## src/apf_pkg.sv

```systemverilog
// package for the autocorrelation peak finder
// shared widths, constants and the queue entry type; no dependencies
package apf_pkg;

  localparam int SampleW   = 16;
  localparam int LagW      = 9;
  localparam int CountW    = 9;
  localparam int MaxLagsDefault = 512;
  localparam int QueueDepth     = 4;

  localparam logic KindPeak    = 1'b0;
  localparam logic KindSummary = 1'b1;

  localparam logic [CountW-1:0] CountCap = {CountW{1'b1}};

  // results caused by one item: an optional peak record, an optional summary
  typedef struct packed {
    logic                      has_peak;
    logic signed [SampleW-1:0] peak_value;
    logic [LagW-1:0]           peak_lag;
    logic                      has_sum;
    logic signed [SampleW-1:0] sum_value;
    logic [LagW-1:0]           sum_lag;
    logic [CountW-1:0]         sum_count;
  } apf_entry_t;

  // queue status seen by the front and the back
  typedef struct packed {
    logic full;
    logic empty;
  } apf_qstat_t;

endpackage

```

## src/apf_if.sv

```systemverilog
// stream interfaces for the peak finder: input items and result items
// depends on apf_pkg for field widths
interface apf_in_if;
  logic                               valid;
  logic                               ready;
  logic signed [apf_pkg::SampleW-1:0] sample;
  logic                               frame_end;

  modport source (output valid, output sample, output frame_end, input ready);
  modport sink   (input valid, input sample, input frame_end, output ready);
endinterface

interface apf_out_if;
  logic                               valid;
  logic                               ready;
  logic                               kind;
  logic signed [apf_pkg::SampleW-1:0] peak_value;
  logic [apf_pkg::LagW-1:0]           peak_lag;
  logic [apf_pkg::CountW-1:0]         peak_count;
  logic                               last;

  modport source (output valid, output kind, output peak_value, output peak_lag,
                  output peak_count, output last, input ready);
  modport sink   (input valid, input kind, input peak_value, input peak_lag,
                  input peak_count, input last, output ready);
endinterface

```

## src/apf_front.sv

```systemverilog
// front part: accepts items, tracks lobes and maxima, builds queue entries
// depends on apf_pkg and apf_in_if
module apf_front #(
  parameter int MaxLags = apf_pkg::MaxLagsDefault
) (
  input  logic                clk_i,
  input  logic                rst_ni,
  apf_in_if.sink              in_i,
  input  apf_pkg::apf_qstat_t qstat_i,
  output logic                push_o,
  output apf_pkg::apf_entry_t entry_o
);
  import apf_pkg::*;

  localparam int LagCap = ((MaxLags - 1) < 511) ? (MaxLags - 1) : 511;

  logic [LagW-1:0]           lag_q, lag_d;
  logic                      past_q, past_d;
  logic signed [SampleW-1:0] prev_q, prev_d;
  logic signed [SampleW-1:0] lmax_q, lmax_d;
  logic [LagW-1:0]           llag_q, llag_d;
  logic signed [SampleW-1:0] gmax_q, gmax_d;
  logic [LagW-1:0]           glag_q, glag_d;
  logic [CountW-1:0]         cnt_q, cnt_d;

  logic accept;
  logic peak_fire;
  logic signed [SampleW-1:0] cur;
  logic prev_pos, cur_pos;

  assign in_i.ready = !qstat_i.full;
  assign accept     = in_i.valid && in_i.ready;
  assign cur        = in_i.sample;
  assign prev_pos   = !prev_q[SampleW-1];
  assign cur_pos    = !cur[SampleW-1];

  // lobe tracking and next frame state
  always_comb begin
    lag_d     = lag_q;
    past_d    = past_q;
    prev_d    = prev_q;
    lmax_d    = lmax_q;
    llag_d    = llag_q;
    gmax_d    = gmax_q;
    glag_d    = glag_q;
    cnt_d     = cnt_q;
    peak_fire = 1'b0;
    if (lag_q != '0) begin
      if (past_q) begin
        if (prev_pos && cur_pos) begin
          if (cur > lmax_q) begin
            lmax_d = cur;
            llag_d = lag_q;
            if (cur > gmax_q) begin
              gmax_d = cur;
              glag_d = lag_q;
            end
          end
        end else if (prev_pos && !cur_pos) begin
          if (gmax_q > 0) begin
            peak_fire = 1'b1;
            if (cnt_q < CountCap) cnt_d = cnt_q + 1'b1;
          end
        end else if (!prev_pos && cur_pos) begin
          lmax_d = cur;
          llag_d = lag_q;
          if (cur > gmax_q) begin
            gmax_d = cur;
            glag_d = lag_q;
          end
        end
      end else if (cur <= 0) begin
        past_d = 1'b1;
      end
    end
    prev_d = cur;
    if (lag_q < LagW'(LagCap)) lag_d = lag_q + 1'b1;

    // entry: peak from the current lobe state, summary from the updated state
    entry_o.has_peak   = peak_fire;
    entry_o.peak_value = lmax_q;
    entry_o.peak_lag   = llag_q;
    entry_o.has_sum    = in_i.frame_end;
    entry_o.sum_value  = gmax_d;
    entry_o.sum_lag    = glag_d;
    entry_o.sum_count  = cnt_d;

    // frame end returns to the reset state
    if (in_i.frame_end) begin
      lag_d  = '0;
      past_d = 1'b0;
      prev_d = '0;
      lmax_d = '0;
      llag_d = '0;
      gmax_d = '0;
      glag_d = '0;
      cnt_d  = '0;
    end
  end

  assign push_o = accept && (peak_fire || in_i.frame_end);

  // frame state registers
  always_ff @(posedge clk_i or negedge rst_ni) begin
    if (!rst_ni) begin
      lag_q  <= '0;
      past_q <= 1'b0;
      prev_q <= '0;
      lmax_q <= '0;
      llag_q <= '0;
      gmax_q <= '0;
      glag_q <= '0;
      cnt_q  <= '0;
    end else if (accept) begin
      lag_q  <= lag_d;
      past_q <= past_d;
      prev_q <= prev_d;
      lmax_q <= lmax_d;
      llag_q <= llag_d;
      gmax_q <= gmax_d;
      glag_q <= glag_d;
      cnt_q  <= cnt_d;
    end
  end

endmodule

```

## src/apf_queue.sv

```systemverilog
// small register queue of result entries between front and back
// depends on apf_pkg
module apf_queue (
  input  logic                clk_i,
  input  logic                rst_ni,
  input  logic                push_i,
  input  apf_pkg::apf_entry_t entry_i,
  input  logic                pop_i,
  output apf_pkg::apf_entry_t head_o,
  output apf_pkg::apf_qstat_t qstat_o
);
  import apf_pkg::*;

  localparam int PtrW = (QueueDepth > 1) ? $clog2(QueueDepth) : 1;
  localparam int CntW = $clog2(QueueDepth + 1);

  apf_entry_t        mem_q [QueueDepth];
  logic [PtrW-1:0]   wr_q, rd_q;
  logic [CntW-1:0]   cnt_q;

  assign head_o        = mem_q[rd_q];
  assign qstat_o.full  = (cnt_q == CntW'(QueueDepth));
  assign qstat_o.empty = (cnt_q == '0);

  // entry storage
  always_ff @(posedge clk_i) begin
    if (push_i) mem_q[wr_q] <= entry_i;
  end

  // pointers and fill count
  always_ff @(posedge clk_i or negedge rst_ni) begin
    if (!rst_ni) begin
      wr_q  <= '0;
      rd_q  <= '0;
      cnt_q <= '0;
    end else begin
      if (push_i) wr_q <= (wr_q == PtrW'(QueueDepth - 1)) ? '0 : wr_q + 1'b1;
      if (pop_i)  rd_q <= (rd_q == PtrW'(QueueDepth - 1)) ? '0 : rd_q + 1'b1;
      case ({push_i, pop_i})
        2'b10:   cnt_q <= cnt_q + 1'b1;
        2'b01:   cnt_q <= cnt_q - 1'b1;
        default: cnt_q <= cnt_q;
      endcase
    end
  end

endmodule

```

## src/apf_back.sv

```systemverilog
// back part: splits queue entries into result items, output register
// depends on apf_pkg and apf_out_if
module apf_back (
  input  logic                clk_i,
  input  logic                rst_ni,
  input  apf_pkg::apf_entry_t head_i,
  input  apf_pkg::apf_qstat_t qstat_i,
  output logic                pop_o,
  apf_out_if.source           out_o
);
  import apf_pkg::*;

  logic                      valid_q;
  logic                      phase_q, phase_d;
  logic                      kind_q, kind_d;
  logic signed [SampleW-1:0] value_q, value_d;
  logic [LagW-1:0]           lag_q, lag_d;
  logic [CountW-1:0]         count_q, count_d;
  logic                      last_q, last_d;
  logic                      load;

  assign load = !qstat_i.empty && (!valid_q || out_o.ready);

  // pick the next record of the head entry
  always_comb begin
    phase_d = phase_q;
    pop_o   = 1'b0;
    if (head_i.has_peak && !phase_q) begin
      kind_d  = KindPeak;
      value_d = head_i.peak_value;
      lag_d   = head_i.peak_lag;
      count_d = '0;
      last_d  = 1'b0;
      if (load) begin
        if (head_i.has_sum) phase_d = 1'b1;
        else pop_o = 1'b1;
      end
    end else begin
      kind_d  = KindSummary;
      value_d = head_i.sum_value;
      lag_d   = head_i.sum_lag;
      count_d = head_i.sum_count;
      last_d  = 1'b1;
      if (load) begin
        pop_o   = 1'b1;
        phase_d = 1'b0;
      end
    end
  end

  // output control
  always_ff @(posedge clk_i or negedge rst_ni) begin
    if (!rst_ni) begin
      valid_q <= 1'b0;
      phase_q <= 1'b0;
    end else begin
      phase_q <= phase_d;
      if (load) valid_q <= 1'b1;
      else if (out_o.ready) valid_q <= 1'b0;
    end
  end

  // output payload
  always_ff @(posedge clk_i) begin
    if (load) begin
      kind_q  <= kind_d;
      value_q <= value_d;
      lag_q   <= lag_d;
      count_q <= count_d;
      last_q  <= last_d;
    end
  end

  assign out_o.valid      = valid_q;
  assign out_o.kind       = kind_q;
  assign out_o.peak_value = value_q;
  assign out_o.peak_lag   = lag_q;
  assign out_o.peak_count = count_q;
  assign out_o.last       = last_q;

endmodule

```

## src/autocorr_peak_finder.sv

```systemverilog
// autocorrelation peak finder: one item accepted per cycle while the queue has room
// an accepted item's results enter the queue, then the output register once it is free
// throughput: one item per cycle while the queue has room; an item ending a lobe
// on the last lag gives two results, held in the queue and delivered in turn
// reset: asynchronous, active low; clears the frame state, queue pointers and output valid
// depends on apf_pkg, apf_if, apf_front, apf_queue, apf_back
module autocorr_peak_finder #(
  parameter int MaxLags = apf_pkg::MaxLagsDefault
) (
  input logic       clk_i,
  input logic       rst_ni,
  apf_in_if.sink    in_i,
  apf_out_if.source out_o
);
  import apf_pkg::*;

  apf_entry_t push_entry, head;
  apf_qstat_t qstat;
  logic       push, pop;

  // front: lobe tracking
  apf_front #(.MaxLags(MaxLags)) u_front (
    .clk_i   (clk_i),
    .rst_ni  (rst_ni),
    .in_i    (in_i),
    .qstat_i (qstat),
    .push_o  (push),
    .entry_o (push_entry)
  );

  // queue between front and back
  apf_queue u_queue (
    .clk_i   (clk_i),
    .rst_ni  (rst_ni),
    .push_i  (push),
    .entry_i (push_entry),
    .pop_i   (pop),
    .head_o  (head),
    .qstat_o (qstat)
  );

  // back: result delivery
  apf_back u_back (
    .clk_i   (clk_i),
    .rst_ni  (rst_ni),
    .head_i  (head),
    .qstat_i (qstat),
    .pop_o   (pop),
    .out_o   (out_o)
  );

endmodule

```

## src/flat_wrapper.sv

```systemverilog
// flat-port wrapper written by rule: the top's interface ports become plain ports
module autocorr_peak_finder_flat import apf_pkg::*;
#(
  parameter int MaxLags = apf_pkg::MaxLagsDefault
)
  (clk_i, rst_ni, in_i_valid, in_i_sample, in_i_frame_end, in_i_ready, out_o_valid, out_o_kind, out_o_peak_value, out_o_peak_lag, out_o_peak_count, out_o_last, out_o_ready);
  apf_in_if in_i_i ();
  apf_out_if out_o_i ();
  input logic clk_i;
  input logic rst_ni;
  input wire logic [$bits(in_i_i.valid)-1:0] in_i_valid;
  input wire logic [$bits(in_i_i.sample)-1:0] in_i_sample;
  input wire logic [$bits(in_i_i.frame_end)-1:0] in_i_frame_end;
  output wire logic [$bits(in_i_i.ready)-1:0] in_i_ready;
  output wire logic [$bits(out_o_i.valid)-1:0] out_o_valid;
  output wire logic [$bits(out_o_i.kind)-1:0] out_o_kind;
  output wire logic [$bits(out_o_i.peak_value)-1:0] out_o_peak_value;
  output wire logic [$bits(out_o_i.peak_lag)-1:0] out_o_peak_lag;
  output wire logic [$bits(out_o_i.peak_count)-1:0] out_o_peak_count;
  output wire logic [$bits(out_o_i.last)-1:0] out_o_last;
  input wire logic [$bits(out_o_i.ready)-1:0] out_o_ready;
  assign in_i_i.valid = in_i_valid;
  assign in_i_i.sample = in_i_sample;
  assign in_i_i.frame_end = in_i_frame_end;
  assign in_i_ready = in_i_i.ready;
  assign out_o_valid = out_o_i.valid;
  assign out_o_kind = out_o_i.kind;
  assign out_o_peak_value = out_o_i.peak_value;
  assign out_o_peak_lag = out_o_i.peak_lag;
  assign out_o_peak_count = out_o_i.peak_count;
  assign out_o_last = out_o_i.last;
  assign out_o_i.ready = out_o_ready;
  autocorr_peak_finder #(.MaxLags(MaxLags)) u_core (.clk_i(clk_i), .rst_ni(rst_ni), .in_i(in_i_i), .out_o(out_o_i));
endmodule
```

## config.mk

```make
export PLATFORM = sky130hd
export DESIGN_NAME = autocorr_peak_finder_flat
export DESIGN_NICKNAME = d
export VERILOG_FILES = /design/src/apf_pkg.sv /design/src/apf_if.sv /design/src/apf_front.sv /design/src/apf_queue.sv /design/src/apf_back.sv /design/src/autocorr_peak_finder.sv /design/src/flat_wrapper.sv
export SDC_FILE = /design/constraint.sdc
export NUM_CORES = 1
export LEC_CHECK = 0
export ABC_AREA = 1
export BUFFER_PORTS_ARGS = -buffer_cell sky130_fd_sc_hd__buf_2
export CELL_PAD_IN_SITES_DETAIL_PLACEMENT = 0
export CELL_PAD_IN_SITES_GLOBAL_PLACEMENT = 1
export CORE_UTILIZATION = 30
export DETAILED_ROUTE_END_ITERATION = 10
export PLACE_DENSITY = 0.54
export SLEW_MARGIN = 20
export SYNTH_ARGS = -nofsm -noshare
export SYNTH_HDL_FRONTEND = slang
export SYNTH_SLANG_ARGS = --single-unit
export TNS_END_PERCENT = 1
```

## constraint.sdc

```tcl
create_clock -name clk_i -period 4.3 [get_ports clk_i]
set_clock_uncertainty 0.05 [all_clocks]
set_input_delay 0.215 -clock clk_i [delete_from_list [all_inputs] [get_ports clk_i]]
set_output_delay 0.215 -clock clk_i [all_outputs]
set_load 0.005 [all_outputs]
```

# Yosys cells after proc, flatten, opt, wreduce, memory -nomap -nowiden
# Memory sizes are Yosys's and may differ from the RTL's.
# Index checks and enable logic that the tools add are counted.
[totals]
register_bits = 129
ramBits = 244
input_bits = 21
output_inout_bits = 38
elab_cells = 132
memories = 1
[mem_list]
columns = ["name", "depth", "word_bits", "read_ports", "rd_ports_with_merged_regs", "write_ports", "line", "text"]
rows = [
  ["u_core.u_queue.mem_q", 4, 61, 1, 0, 1, "apf_queue.sv:17", "apf_entry_t mem_q [QueueDepth];"],
]
[op_classes]
addsub = 6
order_cmp = 6
n_eq_ne = 8
mux = 67
n_reduce_logical = 27
[ops]
columns = ["cell", "n"]
rows = [
  ["2-to-1 mux 16 bit", 17],
  ["2-to-1 mux 9 bit", 25],
  ["> comparator 16 bit", 2],
  ["2-to-1 mux 1 bit", 22],
  ["adder 9 x 1 -> 9 bit, second input constant", 2],
  ["less-than comparator 9 bit, second input constant", 2],
  ["> comparator 16 x 1 -> 1 bit, second input constant", 1],
  ["less-or-equal comparator 16 x 1 -> 1 bit, second input constant", 1],
  ["nonzero test 2 bit", 5],
  ["nonzero test 9 bit", 1],
  ["logical AND 1 bit", 7],
  ["equality test 2 bit, second input constant", 3],
  ["logical NOT 1 bit", 6],
  ["case mux 3 bit (2 select lines)", 1],
  ["AND reduction 2 bit", 3],
  ["AND reduction 6 bit", 1],
  ["adder 2 x 1 -> 2 bit, second input constant", 2],
  ["2-to-1 mux 2 bit", 2],
  ["adder 3 x 1 -> 3 bit, second input constant", 1],
  ["equality test 3 bit, second input constant", 1],
  ["logical NOT 3 bit", 1],
  ["!= test 3 x 2 -> 1 bit, second input constant", 1],
  ["!= test 3 bit, second input constant", 1],
  ["nonzero test 3 bit", 1],
  ["other kinds (4)", 5],
]

# Logic depth before layout (Yosys ltp)
# Gate-level depths: netlist (run 1).
[depth]
depth_word = 10
ltp_mapped = 22
ltp_nobuf = 21

# Modules after synthesis
# Synthesis (run 1) repeated with hierarchy kept, for this count alone.
[hier_totals]
cells_unflattened = 1777
area_unflattened_um2 = 17584.4
[modules_own_cells]
columns = ["mod", "instances", "cells_each", "area_each_um2", "seq_area_each_um2"]
rows = [
  ["apf_queue", 1, 766, 10447.5, 7502.2],
  ["apf_front", 1, 861, 5546.6, 1751.7],
  ["apf_back", 1, 150, 1590.3, 1101.1],
]

# Worst setup path before layout (run 1)
# OpenSTA, ideal clock, no wires.
[synth_timing]
path_type = "flip-flop to flip-flop"
startpoint = "register u_core.u_front.lag_q[0]"
endpoint = "memory u_core.u_queue.mem_q[0][0] (netlist name) (enable)"
setup_time_ns = 0.480
t_arrival_ns = 3.971
t_required_ns = 3.770
slack_ns = -0.202
path_stages_with_launch = 10
path_buffers = 0
period_less_slack_ns = 4.502
cell_sequence = "dfrtp_1 inv_1 ha_1 nand3_1 nor3_1 nor2_1 nand2_1 nor2_2 o21ai_2 nor2_1"
[synth_rtl]
columns = ["element", "line", "text"]
rows = [
  ["start: declaration", "apf_front.sv:17", "logic [LagW-1:0] lag_q, lag_d;"],
  ["start signal: assignment", "apf_front.sv:115", "lag_q <= lag_d;"],
  ["end: declaration", "apf_queue.sv:17", ""],
]

==> impl_metrics.py, run 1 <==
metrics = {
    "critical_path": {
        "rr_worst_depth": 14,
        "crit_start": "u_core.u_front.gmax_q[15]",
        "criticalPathCategory": "reg -> reg",
        "reg2reg_from": "u_core.u_front.gmax_q[15]",
        "cpMaxStageDelayCell": "nand3_4",
        "critPathCaptureType": "register",
        "ff2ff_setup_slack_ns": 1.16,
        "cp.arrival_ns": 3.34,
        "required_ns": 4.50,
        "start_kind": "register",
        "reg2reg_to": "u_core.u_queue.mem_q[0][32]",
        "cp_slowest_stage_delay_ns": 0.42,
        "critPathMostFrequentCell": "nand2_1",
        "path_max_fanout": 25,
        "crit_path_cell_trace": "inv_1 > ha_1 > a21oi_1 > o21ai_1 > a21oi_2 > nand2_2 > nand2_4 > nand3_4 > nand2_1 > nand3_1 > nand2_1 > inv_1 > nand2_1 > nand2_1",
    },
    "timing": {
        "layout_setup_ws_ns": 1.16,
        "period_minus_slack_ns": 3.14,
        "finalCritPeriodShare_pct": 73.1,
        "slew_viol_final": 0,
        "tns_ns": 0,
        "hold_viol": 0,
        "fin_hold_ws_ns": 0.114,
        "setup_viol": 0,
        "max_freq_mhz": 318,
        "rsz0062_at_grt": "no",
        "slew-limit-headroom_pct": 32.8,
        "tightestPinTransition_ns": 1.00,
    },
    "finish": {
        "final_util_pct": 35.3,
        "regArea_mm2": 0.0104,
        "stdcell_area_mm2": 0.0191,
        "drive_gt1_share_pct": 10.3,
        "area_growth_pct": 16.4,
        "n_fill_cell": 5399,
        "fin_nets": 1774,
        "multi_input_area_mm2": 0.00523,
        "fin_cells": 2441,
    },
    "clock_network": {
        "cts_tree": "yes",
        "cts_buffers": 41,
        "path_clk_slew_ns": 0.06,
        "root_buffer": "clkbuf_16",
        "ctsHtreeMaxLevel": 2,
        "clock_sinks": 358,
        "cts.repair.resized": 0,
        "cts_setup_buffers": 0,
        "cts_buffer_depth": 3,
        "clk_latency_ns": 0.56,
    },
    "detailed_routing": {
        "drt_wl_total_mm": 45.9,
        "viasPerCell": 4.83,
        "ant_nets": 0,
        "firstDrtPassIters": 5,
        "drt_iter0_drc": 730,
        "vias": 11800,
        "wl_per_cell_um": 18.8,
        "drcViolationCount": 0,
    },
    "grt": {
        "track_usage_pct": 16.6,
        "grt_max_degree": 75,
        "antenna_found_initial": 1,
        "grt_pass1_vias": 11500,
        "grt_overflow_total": 0,
        "grt_pass1_wl_mm": 70.5,
    },
    "place": {
        "gp_congestion": 0.760,
        "place_ws_ns": 1.19,
        "dpl.cell_count": 2347,
        "port_buffers": 58,
        "place_hpwl_mm": 27.8,
        "placed_area_mm2": 0.0175,
    },
    "floorplan": {
        "die_h_um": 236,
        "io_pins": 59,
        "coreArea_mm2": 0.0539,
        "start_util_pct": 30.4,
        "row_count": 85,
        "die_w_um": 236,
        "dieArea_mm2": 0.0555,
    },
    "power_and_ir_drop": {
        "finalPower_mw": 13.0,
        "vdd_ir_drop_max_mv": 0.320,
        "power.density_mw_per_mm2": 683,
        "power_leakage_nw": 7.66,
    },
    "hold_path": {
        "hp-class": "in -> reg",
        "min_from": "in_i_frame_end",
        "hold_end": "u_core.u_queue.mem_q[0][34]",
        "whs_path_depth": 1,
    },
    "outcome": {
        "outcome": "completed",
    },
    "yosys": {
        "ys_types": 39,
        "synth-seq-area-share_pct": 63.2,
        "synthTopCellsByArea": "edfxtp_1, dfrtp_1, nand2_1, nor2_1, o21ai_0",
        "synth-seq-cells": 358,
        "synth-edff-count": 279,
        "postSynthCellCount": 1646,
        "ys_top_cells_by_count": "nand2_1, edfxtp_1, nor2_1",
        "synth.avg_cell_area_um2": 9.95,
        "synthesis.nets": 1709,
        "yosysMostFrequentCell": "nand2_1",
        "synth_area_leader_cell": "edfxtp_1",
        "syn-cell-area_mm2": 0.0164,
        "synth_flop_cell": "edfxtp_1",
        "yosys_warnings": 0,
        "async_flop_share_pct": 22.1,
        "yosysTopAreaCellShare_pct": 51.2,
    },
    "flow_run": {
        "drv_cap": 0,
    },
}
flip-flops by register name, indices dropped and copies added (netlist names):
name                            count
u_core.u_queue.mem_q              244
u_core.u_back.out_o.peak_value     16
u_core.u_back.phase_q               1
u_core.u_back.out_o.peak_count      9
u_core.u_back.out_o.valid           1
u_core.u_front.lag_q                9
u_core.u_front.gmax_q              16
u_core.u_front.glag_q               9
u_core.u_front.past_q               1
u_core.u_front.prev_q               1
u_core.u_front.llag_q               9
u_core.u_back.out_o.last            1
u_core.u_queue.cnt_q                3
u_core.u_queue.rd_q                 2
u_core.u_queue.wr_q                 2
u_core.u_back.out_o.peak_lag        9
u_core.u_front.lmax_q              16
u_core.u_front.cnt_q                9
report_power, final:
group          total (mW)  switching (mW)  internal [mW]  leakage, nW
sequential           5.30           0.463           4.84         3.68
clock                3.50            1.40           2.09        0.656
combinational        4.22            2.94           1.28         3.33
kinds of logic (layout without fill, tap and decap cells):
kind of cell             count (synthesis)  in the layout  share of synthesized area (%)
buffers and inverters                  215            313                           5.10
AO/OA/AOI/OAI                          302            302                           10.1
AND/OR/NAND/NOR                        725            725                           18.1
adder cells (fa/ha/maj)                 42             42                           3.26
other                                    0              1                              0
flip-flops                             358            358                           63.2
XOR/XNOR                                 4              4                          0.214
how the worst max path moves through the flow:
stage / end / slack [ns] / cells after the start
after floorplan: u_core.u_queue.mem_q[0][0] / -0.20 / 9
after global routing: u_core.u_queue.mem_q[2][26] / 0.85 / 14
after detailed placement: u_core.u_queue.mem_q[1][32] / 1.19 / 14
final: u_core.u_queue.mem_q[0][32] / 1.16 / 14
after CTS: u_core.u_queue.mem_q[0][32] / 1.16 / 14
after global placement: u_core.u_queue.mem_q[1][32] / 1.15 / 14
critical path, delay by kind of cell (launching register included):
kind | cells | cell delay (ns)
AND/OR/NAND/NOR | 8 | 1.42
flip-flops | 1 | 0.37
adder cells (fa/ha/maj) | 1 | 0.33
AO/OA/AOI/OAI | 3 | 0.44
buffers and inverters | 2 | 0.21
final cells by class:
cell class                 instances  area share [%]
tap                              696            4.57
antenna                            1          0.0131
clock inverter                    21            1.14
sequential                       358            54.4
multi-input combinational       1073            27.5
clock buffer                      55            5.94
timing repair buffer             106            3.91
inverter                         131            2.59
what timing repair did:
action | in CTS | in global routing
hold buffers | 17 | 0
endpoints found under the setup margin | 0 | 0
hold endpoints to repair | 54 | 0
layer usage:
metal | part of all wire (%) | vias up | track usage [%]
li1 | - | 5789 | -
met4 | 1.9 | 2 | 4.36
met5 | 0.028 | - | 0
met2 | 45 | 239 | 26.1
met1 | 49 | 5710 | 23.8
met3 | 4.2 | 58 | 2.77
cells in the final DEF, fill, tap and decap left out, types with 4 or more instances in the layout:
cell | synthesis | final
nor3_1 | 6 | 6
nor2_4 | 0 | 4
dfrtp_1 | 79 | 77
clkinv_2 | 0 | 10
inv_2 | 3 | 4
buf_4 | 3 | 28
o21ai_1 | 27 | 27
o22ai_1 | 40 | 40
bufinv_16 | 0 | 4
ha_1 | 41 | 41
clkbuf_16 | 0 | 43
edfxtp_1 | 279 | 279
nand2_1 | 358 | 357
nor2_1 | 251 | 246
nor4_1 | 9 | 9
buf_12 | 0 | 4
o21ai_0 | 128 | 128
inv_1 | 124 | 123
nand2_2 | 3 | 4
o31ai_1 | 9 | 9
nand4_1 | 31 | 31
a31oi_1 | 29 | 28
clkbuf_1 | 60 | 11
dlygate4sd3_1 | 0 | 17
buf_2 | 13 | 57
a21oi_1 | 60 | 60
clkinv_1 | 4 | 6
nand3_1 | 59 | 59
Note: power is estimated with default switching activity, not from simulation.
==> run 2: changes to the inputs <==
clock period = 2.8 ns   (was 4.3 ns; I/O delays follow)
==> impl_metrics.py, run 2 (same netlist as run 1, synthesis figures left out) <==
metrics = {
    "grt": {
        "grt_max_degree": 83,
        "antenna_found_initial": 0,
        "track_usage_pct": 16.9,
        "grt_pass1_vias": 11400,
        "grt_overflow_total": 0,
        "grt_pass1_wl_mm": 71.4,
    },
    "detailed_routing": {
        "wl_per_cell_um": 18.7,
        "viasPerCell": 4.77,
        "firstDrtPassIters": 5,
        "ant_nets": 0,
        "drt_iter0_drc": 912,
        "drt_wl_total_mm": 46.6,
        "drcViolationCount": 0,
        "vias": 11900,
    },
    "finish": {
        "final_common_cell": "nand2_1",
        "regMostFlops": "u_core.u_queue.mem_q",
        "area_growth_pct": 19.9,
        "final_util_pct": 36.4,
        "stdcell_area_mm2": 0.0196,
        "layout_common_cells": "nand2_1, edfxtp_1, nor2_1, o21ai_0, inv_1",
        "largest_reg_flops": 244,
        "n_fill_cell": 5302,
        "fin_nets": 1825,
        "drive_gt1_share_pct": 13.7,
    },
    "clock_network": {
        "clk_latency_ns": 0.56,
        "clock_sinks": 358,
        "root_buffer": "clkbuf_16",
        "cts_buffer_depth": 3,
        "path_clk_slew_ns": 0.06,
        "cts_tree": "yes",
        "cts_buffers": 42,
        "ctsHtreeMaxLevel": 2,
    },
    "critical_path": {
        "cp_slowest_stage_delay_ns": 0.51,
        "crit_path_cell_trace": "dlygate4sd3_1 > buf_2 > ha_2 > a21oi_1 > o21ai_1 > a21oi_2 > nand2_2 > nand2_8 > nand3_4 > buf_12 > nand2_1 > nand3_1 > nand2_1 > inv_1 > nand2_1 > nand2_1",
        "start_kind": "input pin",
        "cpMaxStageDelayCell": "dlygate4sd3_1",
        "path_max_fanout": 25,
        "critPathCaptureType": "register",
        "crit_family": "buffers and inverters",
        "critPathMostFrequentCell": "nand2_1",
        "required_ns": 2.99,
        "criticalPathCategory": "in -> reg",
        "cp_num_buf_inv": 4,
        "cp.arrival_ns": 2.86,
    },
    "timing": {
        "fin_hold_ws_ns": 0.0756,
        "tightestPinTransition_ns": 1.01,
        "setup_viol": 0,
        "hold_viol": 0,
        "period_minus_slack_ns": 2.68,
        "finalCritPeriodShare_pct": 95.6,
        "rsz0062_at_grt": "yes",
        "slew_viol_final": 0,
        "tns_ns": 0,
        "max_freq_mhz": 373,
        "slew-limit-headroom_pct": 32.4,
    },
    "outcome": {
        "outcome": "completed",
    },
    "floorplan": {
        "start_util_pct": 30.4,
        "dieArea_mm2": 0.0555,
        "die_h_um": 236,
        "die_w_um": 236,
        "io_pins": 59,
        "row_count": 85,
        "coreArea_mm2": 0.0539,
    },
    "power_and_ir_drop": {
        "vdd_ir_drop_max_mv": 0.767,
        "power.density_mw_per_mm2": 1040,
        "finalPower_mw": 20.5,
        "power_leakage_nw": 7.94,
    },
    "place": {
        "port_buffers": 58,
        "gp_congestion": 0.794,
        "place_hpwl_mm": 29.4,
        "placed_area_mm2": 0.0180,
    },
    "hold_path": {
        "hp-class": "in -> reg",
    },
    "flow_run": {
        "drv_cap": 0,
    },
}
==> run 2: cell count changes in the layout (fill, tap and decap cells not counted), moves of 2 or more <==
cell,delta
buf_12,+10
buf_4,+39
bufinv_16,-2
clkbuf_1,+7
clkbuf_16,+2
clkinv_2,-2
clkinvlp_4,-3
dfrtp_1,-13
dfrtp_2,+13
ha_1,-2
nand2_1,-3
nand2_2,+3
nor2_1,-2
==> run 2: final timing paths <==
kind | slack [ns] | startpoint | to | cells after the start
max | 0.12 | in_i_sample[15] | u_core.u_queue.mem_q[3][29] | 16
min | 0.08 | in_i_frame_end | u_core.u_queue.mem_q[1][34] | 1
max reg2reg | 0.17 | u_core.u_front.gmax_q[13] | u_core.u_queue.mem_q[3][29] | 15
min reg2reg | 0.48 | u_core.u_front.gmax_q[15] | u_core.u_front.gmax_q[15] | 2
max in group asynchronous | 1.66 | rst_ni | u_core.u_queue.rd_q[0] | 3
min in group asynchronous | 0.21 | rst_ni | u_core.u_front.lmax_q[6] | 2
==> run 2: per-stage QoR <==
stage,std cells,worst slack (ns)
detailed placement,2388,0.0661
global placement,2388,0.0457
finish,2493,0.123
floorplan,1646,0.0117
global route,2492,-0.0424
CTS,2484,0.0466
==> run 2: what timing repair did <==
| action | CTS | global route |
|---|---|---|
| hold buffers | 18 | 0 |
| endpoints found under the setup margin | 0 | 188 |
| setup buffers | 0 | 8 |
| gates resized for setup | 0 | 25 |
| hold endpoints to repair | 78 | 0 |
==> run 2: where the power goes <==
part / total, mW / switching, mW / internal, mW
Combinational: 7.10 / 4.76 / 2.33
Sequential: 8.05 / 0.606 / 7.45
Clock: 5.36 / 2.17 / 3.19
Total: 20.5 / 7.54 / 13.0
==> run 2: final cells by class <==
cell class | instances | area, um2 | area share, %
antenna | 1 | 2.50 | 0.0127
tap | 696 | 871 | 4.44
timing repair buffer | 156 | 1250 | 6.36
sequential | 358 | 10400 | 52.8
clock inverter | 13 | 120 | 0.612
multi-input combinational | 1073 | 5300 | 27.0
inverter | 131 | 493 | 2.51
clock buffer | 65 | 1220 | 6.22
==> run 2: metal layers <==
metal,wire [um],track usage (%),up-vias
met5,0,0,-
met4,805,4.00,0
met3,1660,2.66,52
met2,21200,26.8,210
met1,23000,24.2,5758
li1,-,-,5880
==> run 3: changes to the inputs <==
CORE_ASPECT_RATIO = 0.9   (was unset)
CORE_UTILIZATION = 44   (was 30)
PLACE_DENSITY = 0.81   (was 0.54)
==> impl_metrics.py, run 3 (same netlist as run 1, synthesis figures left out) <==
metrics = {
    "floorplan": {
        "die_h_um": 185,
        "dieArea_mm2": 0.0380,
        "row_count": 66,
        "die_w_um": 205,
        "io_pins": 59,
        "start_util_pct": 45.0,
        "coreArea_mm2": 0.0364,
    },
    "grt": {
        "track_usage_pct": 21.8,
        "grt_overflow_total": 0,
        "grt_pass1_wl_mm": 64.2,
        "top_usage_layer": "met2",
        "grt_pass1_vias": 11700,
        "met1_usage_pct": 31.6,
        "gr-usage-met3_pct": 3.31,
        "grtUsageMet2_pct": 34.5,
        "antenna_found_initial": 0,
        "grt_max_degree": 78,
    },
    "timing": {
        "slew_viol_final": 0,
        "layout_setup_ws_ns": 0.171,
        "period_minus_slack_ns": 2.63,
        "hold_viol": 0,
        "rsz0062_at_grt": "yes",
        "setup_viol": 0,
        "finalCritPeriodShare_pct": 93.9,
        "max_freq_mhz": 380,
        "tightestPinTransition_ns": 0.918,
        "slew-limit-headroom_pct": 38.7,
    },
    "place": {
        "place_ws_ns": 0.117,
        "gp_congestion": 0.850,
        "place_hpwl_mm": 25.8,
        "placed_area_mm2": 0.0177,
        "dpl.cell_count": 2167,
        "port_buffers": 58,
    },
    "critical_path": {
        "rr_worst_depth": 11,
        "path_max_fanout": 26,
        "required_ns": 2.97,
        "critPathCaptureType": "register",
        "cp.arrival_ns": 2.80,
        "criticalPathCategory": "reg -> reg",
        "start_kind": "register",
    },
    "finish": {
        "fin_nets": 1811,
        "fin_cells": 2254,
        "antennaDiodeCount": 0,
        "final_common_cell": "nand2_1",
        "n_fill_cell": 3166,
        "largest_reg_flops": 244,
        "layout_common_cells": "nand2_1, edfxtp_1, nor2_1, o21ai_0, inv_1",
        "final_util_pct": 52.7,
        "area_growth_pct": 17.1,
        "regMostFlops": "u_core.u_queue.mem_q",
        "drive_gt1_share_pct": 12.5,
        "stdcell_area_mm2": 0.0192,
    },
    "outcome": {
        "outcome": "completed",
    },
    "power_and_ir_drop": {
        "clkPwrFrac_pct": 25.5,
        "sw_frac_of_total_pct": 36.2,
        "p_int_mw": 12.7,
        "combPwrFrac_pct": 34.2,
        "power.density_mw_per_mm2": 1030,
        "vdd_ir_drop_max_mv": 0.512,
        "power_leakage_nw": 7.86,
        "finalPower_mw": 19.8,
        "power.switching_mw": 7.18,
        "seq_power_share_pct": 40.3,
    },
    "hold_path": {
        "hp-class": "in -> async",
    },
    "detailed_routing": {
        "viasPerCell": 5.38,
        "drcViolationCount": 0,
        "ant_nets": 0,
        "wl_per_cell_um": 17.8,
        "firstDrtPassIters": 7,
        "drt_wl_total_mm": 40.1,
        "drt_iter0_drc": 885,
        "vias": 12100,
    },
    "clock_network": {
        "root_buffer": "clkbuf_16",
        "cts_buffers": 38,
        "clk_latency_ns": 0.54,
        "cts_buffer_depth": 3,
        "cts_tree": "yes",
        "path_clk_slew_ns": 0.06,
        "clock_sinks": 358,
        "ctsHtreeMaxLevel": 2,
        "cts_setup_buffers": 0,
    },
    "flow_run": {
        "drv_cap": 0,
    },
}
[run 3: cell types whose count changed in the layout (fill, tap and decap cells not counted), moves of 3 or more]
cell,change
buf_4,-13
dfrtp_1,+11
dfrtp_2,-11
clkbuf_1,-7
clkbuf_16,-6
clkbuf_8,+5
clkinvlp_4,+3
[run 3: power by group through the flow]
stage          Clock, mW  Combinational, mW  Sequential, mW
6_report            5.05               6.78            8.00
3_5_place_dp           0               6.76            8.10
5_1_grt             5.34               7.67            8.13
3_3_place_gp           0               6.62            8.06
4_1_cts             5.13               6.80            8.00
2_1_floorplan          0               4.23            7.99
[run 3: what timing repair did]
action,4_1_cts,5_1_grt
hold endpoints to repair,95,0
hold buffers,17,0
resized for setup,0,9
endpoints found under the setup margin,0,83
[run 3: layer usage]
| metal | vias to the layer above | share of wire [%] |
|---|---|---|
| li1 | 5854 | - |
| met1 | 5874 | 46 |
| met2 | 349 | 45 |
| met3 | 55 | 6.4 |
| met4 | 0 | 1.7 |
| met5 | - | 0 |
[run 3: worst paths after layout]
path / from / to / slack, ns
max in group asynchronous: rst_ni / u_core.u_front.llag_q[8] / 1.98
min: rst_ni / u_core.u_front.lmax_q[8] / 0.04
min in group clk_i: in_i_frame_end / u_core.u_queue.mem_q[3][34] / 0.05
max reg2reg: u_core.u_front.lag_q[1] / u_core.u_queue.mem_q[2][11] / 0.17
max: u_core.u_front.lag_q[1] / u_core.u_queue.mem_q[2][11] / 0.17
min reg2reg: u_core.u_front.gmax_q[15] / u_core.u_front.gmax_q[15] / 0.44
[run 3: per-stage QoR]
step,hold slack (ns),TNS (ns)
after global routing,0.0483,-0.00168
after global placement,0.0642,0
after floorplan,-0.206,0
after CTS,0.0398,0
after detailed placement,0.0692,0
final,0.0400,0
[run 3: layout make-up]
| type | count | area [um2] | share of cell area (%) |
|---|---|---|---|
| well taps | 476 | 596 | 3.11 |
| multi-input cells | 1073 | 5270 | 27.5 |
| repair buffers | 146 | 1200 | 6.28 |
| clock buffers | 57 | 1110 | 5.81 |
| flip-flops and latches | 358 | 10400 | 54.0 |
| inverters | 131 | 493 | 2.57 |
| clock inverters | 13 | 141 | 0.737 |
[run 3: worst max-delay path, stage by stage (launching register included)]
cell	delay [ns]
dfrtp_1	0.36
inv_1	0.06
ha_1	0.17
nand3_1	0.08
nor3_1	0.08
nor2_1	0.16
nand2_2	0.12
nor2_4	0.15
o21ai_4	0.07
buf_12	0.16
nor2_4	0.54
buf_12	0.28
